===== src/hw/rtl/wsrt_pkg.sv =====
package wsrt_pkg;

  localparam int COUNT_BITS  = 16;
  localparam int SPEED_BITS  = 24;
  localparam int FIELD_BITS  = 24;
  localparam int Q16_BITS    = 17;
  localparam int DIST_BITS   = 32;
  localparam int MODE_BITS   = 3;
  localparam int CFG_IDX_BITS  = 3;
  localparam int CFG_DATA_BITS = 24;

  // Shared multiplier: operand A covers counts, speed sums and targets.
  localparam int MUL_A0_BITS = (COUNT_BITS > SPEED_BITS + 1) ? COUNT_BITS : SPEED_BITS + 1;
  localparam int MUL_A_BITS  = (MUL_A0_BITS > FIELD_BITS + 1) ? MUL_A0_BITS : FIELD_BITS + 1;
  localparam int PROD_BITS   = MUL_A_BITS + Q16_BITS;
  localparam int DSUM_BITS   = ((MUL_A_BITS > DIST_BITS) ? MUL_A_BITS : DIST_BITS) + 1;

  localparam logic [Q16_BITS-1:0] Q16_ONE = Q16_BITS'(65536);

  localparam logic [1:0] REQ_LEFT  = 2'd0;
  localparam logic [1:0] REQ_RIGHT = 2'd1;
  localparam logic [1:0] REQ_TICK  = 2'd2;

  localparam logic [MODE_BITS-1:0] MODE_STEPPED   = 3'd1;
  localparam logic [MODE_BITS-1:0] MODE_GRADUAL_A = 3'd2;
  localparam logic [MODE_BITS-1:0] MODE_GRADUAL_B = 3'd3;

  typedef enum logic [CFG_IDX_BITS-1:0] {
    CFG_SPEED_SCALE    = 3'd0,
    CFG_FILTER_ALPHA   = 3'd1,
    CFG_PULSE_DEADZONE = 3'd2,
    CFG_ZERO_THRESHOLD = 3'd3,
    CFG_RAMP_UP_STEP   = 3'd4,
    CFG_RAMP_DOWN_STEP = 3'd5,
    CFG_TICK_PERIOD    = 3'd6,
    CFG_MIN_COMMAND    = 3'd7
  } cfg_idx_t;

  typedef struct packed {
    logic [15:0]         speed_scale;
    logic [Q16_BITS-1:0] filter_alpha;
    logic [7:0]          pulse_deadzone;
    logic [23:0]         zero_threshold;
    logic [Q16_BITS-1:0] ramp_up_step;
    logic [Q16_BITS-1:0] ramp_down_step;
    logic [15:0]         tick_period;
    logic [23:0]         min_command;
  } cfg_t;

  typedef struct packed {
    logic [1:0]            req_type;
    logic                  running;
    logic [MODE_BITS-1:0]  task_mode;
    logic                  stop_request;
    logic [FIELD_BITS-1:0] target_left;
    logic [FIELD_BITS-1:0] target_right;
  } in_item_t;

  typedef struct packed {
    logic [FIELD_BITS-1:0] speed_left;
    logic [FIELD_BITS-1:0] speed_right;
    logic [Q16_BITS-1:0]   ramp_level;
    logic [FIELD_BITS-1:0] command_left;
    logic [FIELD_BITS-1:0] command_right;
    logic [DIST_BITS-1:0]  distance;
    logic                  drive_enable;
  } out_item_t;

  typedef enum logic [3:0] {
    MUL_NONE,
    MUL_RAW_L,
    MUL_RAW_R,
    MUL_FILT_L,
    MUL_NEW_L,
    MUL_FILT_R,
    MUL_NEW_R,
    MUL_CMD_L,
    MUL_DIST,
    MUL_CMD_R
  } mul_sel_t;

  typedef enum logic [3:0] {
    USE_NONE,
    USE_RAW_L,
    USE_RAW_R,
    USE_ACC,
    USE_FILT_L,
    USE_FILT_R,
    USE_CMD_L,
    USE_DIST,
    USE_CMD_R
  } use_sel_t;

  typedef enum logic [3:0] {
    ST_IDLE,
    ST_RAW_L,
    ST_RAW_R,
    ST_FILT_L0,
    ST_FILT_L1,
    ST_FILT_R0,
    ST_FILT_R1,
    ST_CMD_L,
    ST_DIST,
    ST_CMD_R,
    ST_WRAP,
    ST_FINISH
  } state_t;

  typedef struct packed {
    logic     count_left;
    logic     count_right;
    logic     start_tick;
    mul_sel_t mul_sel;
    use_sel_t use_sel;
    logic     load_out;
  } dp_cmd_t;

  typedef struct packed {
    logic is_left;
    logic is_right;
    logic is_active_tick;
    logic out_free;
  } dp_status_t;

endpackage


===== src/hw/rtl/wsrt_cfg_regs.sv =====
module wsrt_cfg_regs (
  input  logic                                clk,
  input  logic                                rst,
  input  logic                                cfg_valid,
  output logic                                cfg_ready,
  input  logic [wsrt_pkg::CFG_IDX_BITS-1:0]   cfg_index,
  input  logic [wsrt_pkg::CFG_DATA_BITS-1:0]  cfg_data,
  output wsrt_pkg::cfg_t                      cfg
);

  // Writes are to arrive only while the block is idle; the block does not enforce it. The port never pushes back.
  assign cfg_ready = 1'b1;

  always_ff @(posedge clk) begin
    if (rst) begin
      cfg.speed_scale    <= 16'd0;
      cfg.filter_alpha   <= wsrt_pkg::Q16_BITS'(32768);
      cfg.pulse_deadzone <= 8'd2;
      cfg.zero_threshold <= 24'd256;
      cfg.ramp_up_step   <= wsrt_pkg::Q16_BITS'(6554);
      cfg.ramp_down_step <= wsrt_pkg::Q16_BITS'(7864);
      cfg.tick_period    <= 16'd3277;
      cfg.min_command    <= 24'd512;
    end else if (cfg_valid && cfg_ready) begin
      case (wsrt_pkg::cfg_idx_t'(cfg_index))
        wsrt_pkg::CFG_SPEED_SCALE:    cfg.speed_scale    <= cfg_data[15:0];
        wsrt_pkg::CFG_FILTER_ALPHA:   cfg.filter_alpha   <= cfg_data[16:0];
        wsrt_pkg::CFG_PULSE_DEADZONE: cfg.pulse_deadzone <= cfg_data[7:0];
        wsrt_pkg::CFG_ZERO_THRESHOLD: cfg.zero_threshold <= cfg_data[23:0];
        wsrt_pkg::CFG_RAMP_UP_STEP:   cfg.ramp_up_step   <= cfg_data[16:0];
        wsrt_pkg::CFG_RAMP_DOWN_STEP: cfg.ramp_down_step <= cfg_data[16:0];
        wsrt_pkg::CFG_TICK_PERIOD:    cfg.tick_period    <= cfg_data[15:0];
        wsrt_pkg::CFG_MIN_COMMAND:    cfg.min_command    <= cfg_data[23:0];
        default: ;
      endcase
    end
  end

endmodule


===== src/hw/rtl/wsrt_ctrl.sv =====
module wsrt_ctrl (
  input  logic                 clk,
  input  logic                 rst,
  input  logic                 item_valid,
  output logic                 item_stall,
  input  wsrt_pkg::dp_status_t status,
  output wsrt_pkg::dp_cmd_t    cmd
);

  wsrt_pkg::state_t state, state_next;
  logic             accept;

  assign item_stall = (state != wsrt_pkg::ST_IDLE);
  assign accept     = item_valid && !item_stall;

  always_ff @(posedge clk) begin
    if (rst) begin
      state <= wsrt_pkg::ST_IDLE;
    end else begin
      state <= state_next;
    end
  end

  // States RAW_L..CMD_R start a multiply; RAW_R..WRAP use the last product.
  always_comb begin
    state_next       = state;
    cmd.count_left   = 1'b0;
    cmd.count_right  = 1'b0;
    cmd.start_tick   = 1'b0;
    cmd.mul_sel      = wsrt_pkg::MUL_NONE;
    cmd.use_sel      = wsrt_pkg::USE_NONE;
    cmd.load_out     = 1'b0;
    case (state)
      wsrt_pkg::ST_IDLE: begin
        if (accept) begin
          cmd.count_left  = status.is_left;
          cmd.count_right = status.is_right;
          if (status.is_active_tick) begin
            cmd.start_tick = 1'b1;
            state_next     = wsrt_pkg::ST_RAW_L;
          end
        end
      end
      wsrt_pkg::ST_RAW_L: begin
        cmd.mul_sel = wsrt_pkg::MUL_RAW_L;
        state_next  = wsrt_pkg::ST_RAW_R;
      end
      wsrt_pkg::ST_RAW_R: begin
        cmd.mul_sel = wsrt_pkg::MUL_RAW_R;
        cmd.use_sel = wsrt_pkg::USE_RAW_L;
        state_next  = wsrt_pkg::ST_FILT_L0;
      end
      wsrt_pkg::ST_FILT_L0: begin
        cmd.mul_sel = wsrt_pkg::MUL_FILT_L;
        cmd.use_sel = wsrt_pkg::USE_RAW_R;
        state_next  = wsrt_pkg::ST_FILT_L1;
      end
      wsrt_pkg::ST_FILT_L1: begin
        cmd.mul_sel = wsrt_pkg::MUL_NEW_L;
        cmd.use_sel = wsrt_pkg::USE_ACC;
        state_next  = wsrt_pkg::ST_FILT_R0;
      end
      wsrt_pkg::ST_FILT_R0: begin
        cmd.mul_sel = wsrt_pkg::MUL_FILT_R;
        cmd.use_sel = wsrt_pkg::USE_FILT_L;
        state_next  = wsrt_pkg::ST_FILT_R1;
      end
      wsrt_pkg::ST_FILT_R1: begin
        cmd.mul_sel = wsrt_pkg::MUL_NEW_R;
        cmd.use_sel = wsrt_pkg::USE_ACC;
        state_next  = wsrt_pkg::ST_CMD_L;
      end
      wsrt_pkg::ST_CMD_L: begin
        cmd.mul_sel = wsrt_pkg::MUL_CMD_L;
        cmd.use_sel = wsrt_pkg::USE_FILT_R;
        state_next  = wsrt_pkg::ST_DIST;
      end
      wsrt_pkg::ST_DIST: begin
        cmd.mul_sel = wsrt_pkg::MUL_DIST;
        cmd.use_sel = wsrt_pkg::USE_CMD_L;
        state_next  = wsrt_pkg::ST_CMD_R;
      end
      wsrt_pkg::ST_CMD_R: begin
        cmd.mul_sel = wsrt_pkg::MUL_CMD_R;
        cmd.use_sel = wsrt_pkg::USE_DIST;
        state_next  = wsrt_pkg::ST_WRAP;
      end
      wsrt_pkg::ST_WRAP: begin
        cmd.use_sel = wsrt_pkg::USE_CMD_R;
        state_next  = wsrt_pkg::ST_FINISH;
      end
      wsrt_pkg::ST_FINISH: begin
        if (status.out_free) begin
          cmd.load_out = 1'b1;
          state_next   = wsrt_pkg::ST_IDLE;
        end
      end
      default: begin
        state_next = wsrt_pkg::ST_IDLE;
      end
    endcase
  end

endmodule


===== src/hw/rtl/wsrt_datapath.sv =====
module wsrt_datapath (
  input  logic                 clk,
  input  logic                 rst,
  input  wsrt_pkg::in_item_t   item,
  input  wsrt_pkg::cfg_t       cfg,
  input  wsrt_pkg::dp_cmd_t    cmd,
  output wsrt_pkg::dp_status_t status,
  output logic                 result_valid,
  input  logic                 result_stall,
  output wsrt_pkg::out_item_t  result
);

  localparam int SB = wsrt_pkg::SPEED_BITS;
  localparam int CB = wsrt_pkg::COUNT_BITS;
  localparam int QB = wsrt_pkg::Q16_BITS;
  localparam int FB = wsrt_pkg::FIELD_BITS;
  localparam int AB = wsrt_pkg::MUL_A_BITS;
  localparam int PB = wsrt_pkg::PROD_BITS;
  localparam int DB = wsrt_pkg::DIST_BITS;
  localparam int XB = wsrt_pkg::DSUM_BITS;
  localparam int TB = (SB > 24) ? SB : 24;

  localparam logic [SB-1:0] SPEED_MAX = {SB{1'b1}};
  localparam logic [CB-1:0] COUNT_MAX = {CB{1'b1}};
  localparam logic [DB-1:0] DIST_MAX  = {DB{1'b1}};

  logic [CB-1:0] pulses_left, pulses_right;
  logic [SB-1:0] filt_left, filt_right;
  logic [SB-1:0] raw_left, raw_right;
  logic [QB-1:0] ramp;
  logic [DB-1:0] distance_total;
  logic [PB-1:0] acc, prod;
  logic [FB-1:0] target_left, target_right;
  logic          stop;
  logic [FB-1:0] cmd_left, cmd_right;

  logic [QB-1:0] alpha, alpha_inv;
  logic [QB-1:0] ramp_next;
  logic [QB:0]   ramp_up_sum;
  logic [AB-1:0] mul_a;
  logic [QB-1:0] mul_b;
  logic [AB-1:0] dist_step;
  logic [XB-1:0] dist_sum;
  logic          mode_ok;

  function automatic logic [SB-1:0] saturate_raw(input logic [PB-1:0] p);
    if (p > PB'(SPEED_MAX)) begin
      return SPEED_MAX;
    end
    return p[SB-1:0];
  endfunction

  // Without a fresh sample the speed halves and snaps to zero below threshold.
  function automatic logic [SB-1:0] filter_update(input logic [SB-1:0] raw,
                                                  input logic [SB-1:0] filt,
                                                  input logic [PB-1:0] old_part,
                                                  input logic [PB-1:0] new_part,
                                                  input logic [23:0]   zero_thr);
    logic [SB-1:0] half;
    logic [PB:0]   blend;
    logic [PB:0]   shifted;
    half    = filt >> 1;
    blend   = (PB + 1)'(old_part) + (PB + 1)'(new_part) + (PB + 1)'(32768);
    shifted = blend >> 16;
    if (raw == '0) begin
      if (TB'(half) < TB'(zero_thr)) begin
        return '0;
      end
      return half;
    end
    if (shifted > (PB + 1)'(SPEED_MAX)) begin
      return SPEED_MAX;
    end
    return shifted[SB-1:0];
  endfunction

  function automatic logic [FB-1:0] speed_field(input logic [SB-1:0] s);
    logic [SB+FB-1:0] t;
    t = (SB + FB)'(s);
    return t[FB-1:0];
  endfunction

  assign mode_ok = (item.task_mode == wsrt_pkg::MODE_STEPPED) ||
                   (item.task_mode == wsrt_pkg::MODE_GRADUAL_A) ||
                   (item.task_mode == wsrt_pkg::MODE_GRADUAL_B);

  assign status.is_left        = (item.req_type == wsrt_pkg::REQ_LEFT);
  assign status.is_right       = (item.req_type == wsrt_pkg::REQ_RIGHT);
  assign status.is_active_tick = (item.req_type == wsrt_pkg::REQ_TICK) && item.running && mode_ok;
  assign status.out_free       = !result_valid || !result_stall;

  assign alpha     = (cfg.filter_alpha > wsrt_pkg::Q16_ONE) ? wsrt_pkg::Q16_ONE : cfg.filter_alpha;
  assign alpha_inv = wsrt_pkg::Q16_ONE - alpha;

  assign ramp_up_sum = (QB + 1)'(ramp) + (QB + 1)'(cfg.ramp_up_step);

  always_comb begin
    ramp_next = ramp;
    if (item.task_mode == wsrt_pkg::MODE_STEPPED) begin
      ramp_next = item.stop_request ? '0 : wsrt_pkg::Q16_ONE;
    end else if (!item.stop_request) begin
      if (ramp < wsrt_pkg::Q16_ONE) begin
        ramp_next = (ramp_up_sum > (QB + 1)'(wsrt_pkg::Q16_ONE)) ? wsrt_pkg::Q16_ONE
                                                                 : ramp_up_sum[QB-1:0];
      end
    end else begin
      ramp_next = (ramp > cfg.ramp_down_step) ? ramp - cfg.ramp_down_step : '0;
    end
  end

  always_comb begin
    mul_a = '0;
    mul_b = '0;
    case (cmd.mul_sel)
      wsrt_pkg::MUL_RAW_L: begin
        mul_a = AB'(pulses_left);
        mul_b = QB'(cfg.speed_scale);
      end
      wsrt_pkg::MUL_RAW_R: begin
        mul_a = AB'(pulses_right);
        mul_b = QB'(cfg.speed_scale);
      end
      wsrt_pkg::MUL_FILT_L: begin
        mul_a = AB'(filt_left);
        mul_b = alpha_inv;
      end
      wsrt_pkg::MUL_NEW_L: begin
        mul_a = AB'(raw_left);
        mul_b = alpha;
      end
      wsrt_pkg::MUL_FILT_R: begin
        mul_a = AB'(filt_right);
        mul_b = alpha_inv;
      end
      wsrt_pkg::MUL_NEW_R: begin
        mul_a = AB'(raw_right);
        mul_b = alpha;
      end
      wsrt_pkg::MUL_CMD_L: begin
        mul_a = AB'(target_left);
        mul_b = ramp;
      end
      wsrt_pkg::MUL_DIST: begin
        mul_a = AB'(filt_left) + AB'(filt_right);
        mul_b = QB'(cfg.tick_period);
      end
      wsrt_pkg::MUL_CMD_R: begin
        mul_a = AB'(target_right);
        mul_b = ramp;
      end
      default: ;
    endcase
  end

  assign dist_step = prod[PB-1:17];
  assign dist_sum  = XB'(dist_step) + XB'(distance_total);

  always_ff @(posedge clk) begin
    if (cmd.mul_sel != wsrt_pkg::MUL_NONE) begin
      prod <= PB'(mul_a) * PB'(mul_b);
    end
  end

  always_ff @(posedge clk) begin
    if (rst) begin
      pulses_left    <= '0;
      pulses_right   <= '0;
      filt_left      <= '0;
      filt_right     <= '0;
      ramp           <= '0;
      distance_total <= '0;
    end else begin
      if (cmd.count_left && pulses_left != COUNT_MAX) begin
        pulses_left <= pulses_left + CB'(1);
      end
      if (cmd.count_right && pulses_right != COUNT_MAX) begin
        pulses_right <= pulses_right + CB'(1);
      end
      if (cmd.start_tick) begin
        ramp <= ramp_next;
      end
      case (cmd.use_sel)
        wsrt_pkg::USE_RAW_R: begin
          // Both counts have been read by now, so the window restarts.
          pulses_left  <= '0;
          pulses_right <= '0;
        end
        wsrt_pkg::USE_FILT_L: begin
          filt_left <= filter_update(raw_left, filt_left, acc, prod, cfg.zero_threshold);
        end
        wsrt_pkg::USE_FILT_R: begin
          filt_right <= filter_update(raw_right, filt_right, acc, prod, cfg.zero_threshold);
        end
        wsrt_pkg::USE_DIST: begin
          if (!stop) begin
            distance_total <= (dist_sum > XB'(DIST_MAX)) ? DIST_MAX : dist_sum[DB-1:0];
          end
        end
        default: ;
      endcase
    end
  end

  always_ff @(posedge clk) begin
    if (cmd.start_tick) begin
      target_left  <= item.target_left;
      target_right <= item.target_right;
      stop         <= item.stop_request;
    end
    case (cmd.use_sel)
      wsrt_pkg::USE_RAW_L: begin
        raw_left <= (pulses_left >= CB'(cfg.pulse_deadzone)) ? saturate_raw(prod) : '0;
      end
      wsrt_pkg::USE_RAW_R: begin
        raw_right <= (pulses_right >= CB'(cfg.pulse_deadzone)) ? saturate_raw(prod) : '0;
      end
      wsrt_pkg::USE_ACC: begin
        acc <= prod;
      end
      wsrt_pkg::USE_CMD_L: begin
        cmd_left <= prod[16+FB-1:16];
      end
      wsrt_pkg::USE_CMD_R: begin
        cmd_right <= prod[16+FB-1:16];
      end
      default: ;
    endcase
  end

  always_ff @(posedge clk) begin
    if (rst) begin
      result_valid <= 1'b0;
    end else if (cmd.load_out) begin
      result_valid <= 1'b1;
    end else if (!result_stall) begin
      result_valid <= 1'b0;
    end
  end

  always_ff @(posedge clk) begin
    if (cmd.load_out) begin
      result.speed_left    <= speed_field(filt_left);
      result.speed_right   <= speed_field(filt_right);
      result.ramp_level    <= ramp;
      result.command_left  <= cmd_left;
      result.command_right <= cmd_right;
      result.distance      <= distance_total;
      result.drive_enable  <= !((cmd_left < cfg.min_command) && (cmd_right < cfg.min_command));
    end
  end

endmodule


===== src/hw/rtl/wheel_speed_ramp_tick_unit.sv =====
// Channel   Handshake                 Payload
// item      item_valid / item_stall   item   (wsrt_pkg::in_item_t)
// result    result_valid / result_stall  result (wsrt_pkg::out_item_t)
// cfg       cfg_valid / cfg_ready     cfg_index, cfg_data
//
// A pulse transaction or an inactive tick is taken in the idle state. An active tick
// is accepted, then runs nine steps through the single shared 25x17 multiplier,
// one step to close the last product, and one to load the result register.
// Reset is synchronous; it restores register defaults and clears counts, speeds,
// ramp and distance. A stalled result holds in its register while pulses keep
// being counted; the next active tick waits at its last step until it drains.
module wheel_speed_ramp_tick_unit (
  input  logic                                clk,
  input  logic                                rst,
  input  logic                                item_valid,
  output logic                                item_stall,
  input  wsrt_pkg::in_item_t                  item,
  output logic                                result_valid,
  input  logic                                result_stall,
  output wsrt_pkg::out_item_t                 result,
  input  logic                                cfg_valid,
  output logic                                cfg_ready,
  input  logic [wsrt_pkg::CFG_IDX_BITS-1:0]   cfg_index,
  input  logic [wsrt_pkg::CFG_DATA_BITS-1:0]  cfg_data
);

  wsrt_pkg::cfg_t       cfg;
  wsrt_pkg::dp_cmd_t    cmd;
  wsrt_pkg::dp_status_t status;

  wsrt_cfg_regs u_cfg_regs (
    .clk       (clk),
    .rst       (rst),
    .cfg_valid (cfg_valid),
    .cfg_ready (cfg_ready),
    .cfg_index (cfg_index),
    .cfg_data  (cfg_data),
    .cfg       (cfg)
  );

  wsrt_ctrl u_ctrl (
    .clk        (clk),
    .rst        (rst),
    .item_valid (item_valid),
    .item_stall (item_stall),
    .status     (status),
    .cmd        (cmd)
  );

  wsrt_datapath u_datapath (
    .clk          (clk),
    .rst          (rst),
    .item         (item),
    .cfg          (cfg),
    .cmd          (cmd),
    .status       (status),
    .result_valid (result_valid),
    .result_stall (result_stall),
    .result       (result)
  );

endmodule


===== config.mk =====
export PLATFORM = sky130hd
export DESIGN_NAME = wheel_speed_ramp_tick_unit
export DESIGN_NICKNAME = d
export VERILOG_FILES = /design/src/hw/rtl/wsrt_pkg.sv /design/src/hw/rtl/wsrt_cfg_regs.sv /design/src/hw/rtl/wsrt_ctrl.sv /design/src/hw/rtl/wsrt_datapath.sv /design/src/hw/rtl/wheel_speed_ramp_tick_unit.sv
export SDC_FILE = /design/constraint.sdc
export NUM_CORES = 2
export LEC_CHECK = 0
export ABC_AREA = 1
export ABC_CLOCK_PERIOD_IN_PS = 10700
export BUFFER_PORTS_ARGS = -buffer_cell sky130_fd_sc_hd__buf_2
export CORE_ASPECT_RATIO = 2
export CORE_MARGIN = 4
export CORE_UTILIZATION = 55
export CTS_BUF_LIST = sky130_fd_sc_hd__clkbuf_8
export DETAILED_ROUTE_END_ITERATION = 8
export PLACE_DENSITY = 0.84
export SLEW_MARGIN = 10
export SYNTH_ARGS = -nofsm -noshare
export SYNTH_HDL_FRONTEND = slang
export SYNTH_SLANG_ARGS = --single-unit

===== constraint.sdc =====
create_clock -name clk -period 10.7 [get_ports clk]
set_input_delay 0.535 -clock clk [delete_from_list [all_inputs] [get_ports clk]]
set_output_delay 0.535 -clock clk [all_outputs]
set_load 0.1 [all_outputs]

== After elaboration in Yosys (flattened, before gate mapping) ==
Index checks and enable logic that the tools add are counted.
Storage, ports and cells
  flip-flop bits (word level): 648
  input port bits: 87
  output and inout bits: 149
Operators by class
  $add $sub $neg: 9
  multipliers: 1
  magnitude comparators: 13
  equal/unequal tests: 46
  muxes and demuxes: 62
  bitwise logic cells: 1
  reduce and logical (&&, ||, !) cells: 38
Operator list (count)
  $mux W24: 15
  $pmux W25 S9: 1
  $mux W17: 7
  $pmux W17 S5: 1
  $eq A4 B3 Y1 const B: 12
  $logic_not A24 Y1: 2
  $lt A23 B24 Y1: 2
  $lt A24 B24 Y1: 2
  $pmux W4 S12: 1
  $add A42 B42 Y43: 1
  $add A43 B16 Y43 const B: 1
  $gt A42 B24 Y1 const B: 1
  $mul A25 B17 Y42: 1
  $pmux W4 S9: 1
  $add A25 B32 Y33: 1
  $gt A33 B32 Y1 const B: 1
  $add A16 B1 Y16 const B: 2
  $ge A16 B8 Y1: 2
  $mux W32: 1
  $ne A16 B16 Y1 const B: 2
  $pmux W4 S8: 1
  $mux W1: 29
  $eq A4 B4 Y1 const B: 7
  $gt A27 B24 Y1 const B: 1
  31 further kinds: 75

== Depth between registers and ports, before layout ==
  depth after elaboration: 11
  gate-level depth with buffers: 44
  depth with buffers taken out: 43

== Hierarchy ==
From an unflattened synthesis, not the netlist that was laid out.
Second synthesis, totals
  cell total of the unflattened synthesis: 6158
  area total of the unflattened synthesis: 50141.8 µm²
Modules (own cells, without submodules)
  wsrt_datapath: times used 1, cells each 5332, area an instance 44411.3 µm²
  wsrt_cfg_regs: times used 1, cells each 768, area an instance 5391.4 µm²
  wsrt_ctrl: times used 1, cells each 58, area an instance 339.1 µm²

== Worst setup path after synthesis ==
Ideal clock, no wire load.
  path type: reg2reg
  start point: reg u_ctrl.state[3]
  end point: reg, netlist name u_datapath.result[0]
  arrival: 7.753 ns
  required time: 10.001 ns
  slack: 2.248 ns
  cell stages (with the launch flop): 5
  cells stage by stage: dfxtp_1 -> inv_1 -> nor2_1 -> nand3_1 -> a21oi_1
RTL lines
  start: declaration: RTL line wsrt_ctrl.sv:10  | wsrt_pkg::state_t state, state_next;
  start signal: assignment: RTL line wsrt_ctrl.sv:18  | state <= wsrt_pkg::ST_IDLE;
  start signal: assignment: RTL line wsrt_ctrl.sv:20  | state <= state_next;

== Worst setup path in the final report ==
  start point: reg u_ctrl.state[0]
  end point: reg u_datapath.prod[41] (data pin)
On the way
  cells in the longest elaborated chain, start to end: 6
Ends and longest elaborated chain
  $eq A4 B4 Y1 (tied with other cells): RTL line wsrt_ctrl.sv:33  | case (state)
  $pmux W4 S9 (*): RTL line wsrt_ctrl.sv:33
  $eq A4 B3 Y1 (tied with other cells): RTL line wsrt_datapath.sv:114  | case (cmd.mul_sel)
  $reduce_or A2 Y1 (no source line)
  $pmux W17 S5: RTL line wsrt_datapath.sv:114
  $mul A25 B17 Y42 (*): RTL line wsrt_datapath.sv:160  | prod <= PB'(mul_a) * PB'(mul_b);
  end signal: assignment: RTL line wsrt_datapath.sv:160
  end: declaration: RTL line wsrt_datapath.sv:32  | logic [PB-1:0] acc, prod;
Mark *: on every way between the ends. The rest lies on a longest branch, timed or not.
A chain may end at the register's enable or synchronous reset.

==> flow_summary_export.csv <==
group,metric,value,unit
floorplan,die_x,220,um
global_route,grt_pass1_wl,274000,um
global_route,grt_pass1_vias,45400,
global_route,met1_usage,0.389,
floorplan,fp.dieH,432,um
cells_and_area,final_area,54000,um2
clock_network,clock_latency,790,ps
place,dpl.hpwl,144000,um
floorplan,core,89200,um2
timing,max_clock_freq,104,MHz
drt,post_drt_via_cell_ratio,5.96,
logic_synthesis,synth_edf_count,375,
logic_synthesis,synth.avg_cell_area,8.36,um2
clock_network,clkTransAtPathRegs,70,ps
logic_synthesis,yosysTopAreaCellShare,0.228,
logic_synthesis,synth_flop_cell,"edfxtp_1",
global_route,grt_antenna_before_repair,14,
drt,wl,185000,um
logic_synthesis,yosys-top-cells-area,"edfxtp_1, fa_1, dfxtp_1",
power,leakagePower,0.0249,uW
floorplan,fp-row-count,155,
clock_network,clock-root-buffer,"clkbuf_8",
worst_hold_path,worstHoldPathType,"primary input to flip-flop",
setup_path,critical-path-max-stage-delay,1040,ps
floorplan,pin_count,236,
global_route,use_met2,0.661,
timing,worst_pin_slew,1310,ps
setup_path,criticalPathCategory,"flip-flop to flip-flop",
timing,slew_violations,0,
logic_synthesis,yosys.area.top_type,"edfxtp_1",
setup_path,setup.worst_path.start,"u_ctrl.state[0]",
cells_and_area,nFillCells,7935,
logic_synthesis,syn-num-nets,6735,
logic_synthesis,synthArstFlopShare,0,
global_route,grt_max_degree,147,
global_route,overflow,0,
worst_hold_path,hp-start,"cfg_data[21]",
drt,drc,0,
cells_and_area,fin_nets,6987,
setup_path,cp_data_required_time,11220,ps
outcome,status,"finished, final reports clean",
logic_synthesis,ys_seq_area_frac,0.338,
drt,vias,44300,
setup_path,crit_path_end_kind,"flip-flop",
clock_network,clock_sinks,648,
timing,finClkSkew,53.8,ps
drt,first_pass_iters,7,
timing,tns,0,ps
clock_network,cts_resized,0,
place,io_buffers,234,
setup_path,cp-start-kind,"flip-flop",
power,p_per_area,112,nW/um2
drt,drtAntennaViolNets,0,
timing,relSlewSlack,0.102,
floorplan,dieArea,95000,um2
clock_network,cts_setup_buffers,0,
timing,rsz0062_at_grt,"no",
drt,post_drt_wl_per_cell,25.0,um
clock_network,htree_levels,3,
global_route,use_met3,0.0897,
logic_synthesis,ys_warn_count,0,
setup_path,cp.arrival,10130,ps
power,total_power,6060,uW
setup_path,r2r_start,"u_ctrl.state[0]",
place,gp_congestion,1.12,
power,peakVddDrop,0.118,mV
global_route,top_usage_layer,"met2",
timing,hold_viol,0,
drt,initialDrtViolationCount,4353,
clock_network,cts_buffers,92,
setup_path,crit_fanout,32,
setup_path,slowest_stage,"a2111oi_0",
timing,setup-violations-final,0,
cells_and_area,area_growth_syn_to_layout,9.34,%
logic_synthesis,synth.distinct_cells,69,
logic_synthesis,syn_area,49400,um2
floorplan,initial_core_util,0.554,
place,place_area,51700,um2
flow_run,cap_violations,0,
timing,period_share,0.898,
timing,period_needed,9610,ps
setup_path,r2r_setup_slack,1090,ps
clock_network,clockBufferDepth,3,
clock_network,cts_tree,"built",
cells_and_area,layout-drive-gt1-share,0.0923,
logic_synthesis,netlist_instances,5911,
logic_synthesis,synth_seq_cells,648,
global_route,grt_usage,0.389,
## cells by family after synthesis
family,Yosys count,share of synthesized area
AND/OR/NAND/NOR,2124,0.185
buffers and inverters,1233,0.0978
AO/OA/AOI/OAI,1071,0.123
adder cells (fa/ha/maj),737,0.239
flip-flops,648,0.338
XOR/XNOR,96,0.0170
other,2,0.000152
## cell usage after synthesis (52+ instances only)
cell type,n
inv_1,1003
a21oi_1,451
xnor2_1,52
dfxtp_1,273
buf_2,68
nor3_1,53
a31oi_1,61
nand2_1,1217
edfxtp_1,375
nor2_1,406
fa_1,348
nand4_1,68
o21ai_0,334
clkbuf_1,80
ha_1,389
nand3_1,218
## final timing paths
kind                            depth (start not counted)                    end
worst max-delay path                                   33    u_datapath.prod[41]
worst min-delay path                                    3     u_cfg_regs.cfg[95]
worst max register to register                         33    u_datapath.prod[41]
worst min register to register                          0  u_datapath.result[58]
## placed cells by master, fill, tap and decap left out, types with 68 or more instances in the layout
| cell | netlist | routed |
|---|---|---|
| nand2_1 | 1217 | 1217 |
| inv_1 | 1003 | 1034 |
| a21oi_1 | 451 | 450 |
| nor2_1 | 406 | 403 |
| ha_1 | 389 | 389 |
| edfxtp_1 | 375 | 375 |
| fa_1 | 348 | 348 |
| o21ai_0 | 334 | 334 |
| dfxtp_1 | 273 | 273 |
| buf_2 | 68 | 234 |
| nand3_1 | 218 | 218 |
| clkbuf_8 | 0 | 100 |
| nand4_1 | 68 | 68 |
## layout make-up
class	count	area, um2	share of cell area
Multi-Input combinational cell	4030	27900	0.517
Inverter	1056	3970	0.0735
Sequential cell	648	16700	0.310
Clock buffer	100	1380	0.0255
Tap cell	1177	1470	0.0273
Clock inverter	73	489	0.00905
Timing Repair Buffer	335	2060	0.0382
Antenna cell	8	20.0	0.000370
## power breakdown
part / internal, uW / leakage (uW) / switching (uW)
clock: 997 / 0.00106 / 1030
combinational: 332 / 0.0182 / 868
sequential: 2730 / 0.00564 / 93.9
## registers in the layout, summed over array words and instances (netlist names), 17 cells and up
signal	count
u_datapath.acc	42
u_datapath.raw_right	24
u_datapath.filt_left	24
u_datapath.prod	42
u_datapath.filt_right	24
u_datapath.result	146
u_datapath.ramp	17
u_datapath.target_left	24
u_datapath.raw_left	24
u_datapath.distance_total	32
u_datapath.target_right	24
u_datapath.cmd_left	24
u_datapath.cmd_right	24
u_cfg_regs.cfg	139
## stage by stage
| stage | hold slack (ps) | std cells | utilization | worst slack [ps] |
|---|---|---|---|---|
| 2_1_floorplan | 408 | 5911 | - | 2250 |
| 5_1_grt | 76.3 | 7421 | 0.606 | 805 |
| 6_report | 83.7 | 7427 | 0.606 | 1090 |
| 3_3_place_gp | 437 | 7198 | 0.579 | 1490 |
| 4_1_cts | 22.8 | 7419 | 0.605 | 1440 |
| 3_5_place_dp | 441 | 7198 | 0.579 | 1450 |
## critical path, delay by kind of cell, from the launching register on
family / cells / cell delay, ps
adder cells (fa/ha/maj): 7 / 3440
AND/OR/NAND/NOR: 12 / 2460
buffers and inverters: 9 / 1450
AO/OA/AOI/OAI: 4 / 1450
flip-flops: 1 / 420
XOR/XNOR: 1 / 90
## metal layers
layer  routed length [um]  vias up
li1                     -    19800
met1                57700    20900
met2                89800     2567
met3                15700      965
met4                22200        6
met5                   41        -
## timing repair
action / in CTS / in global routing
endpoints found under the hold margin: 48 / 0
setup endpoints to repair: 0 / 0
hold buffers: 48 / 0
Note: power is estimated with default switching activity, not from simulation.
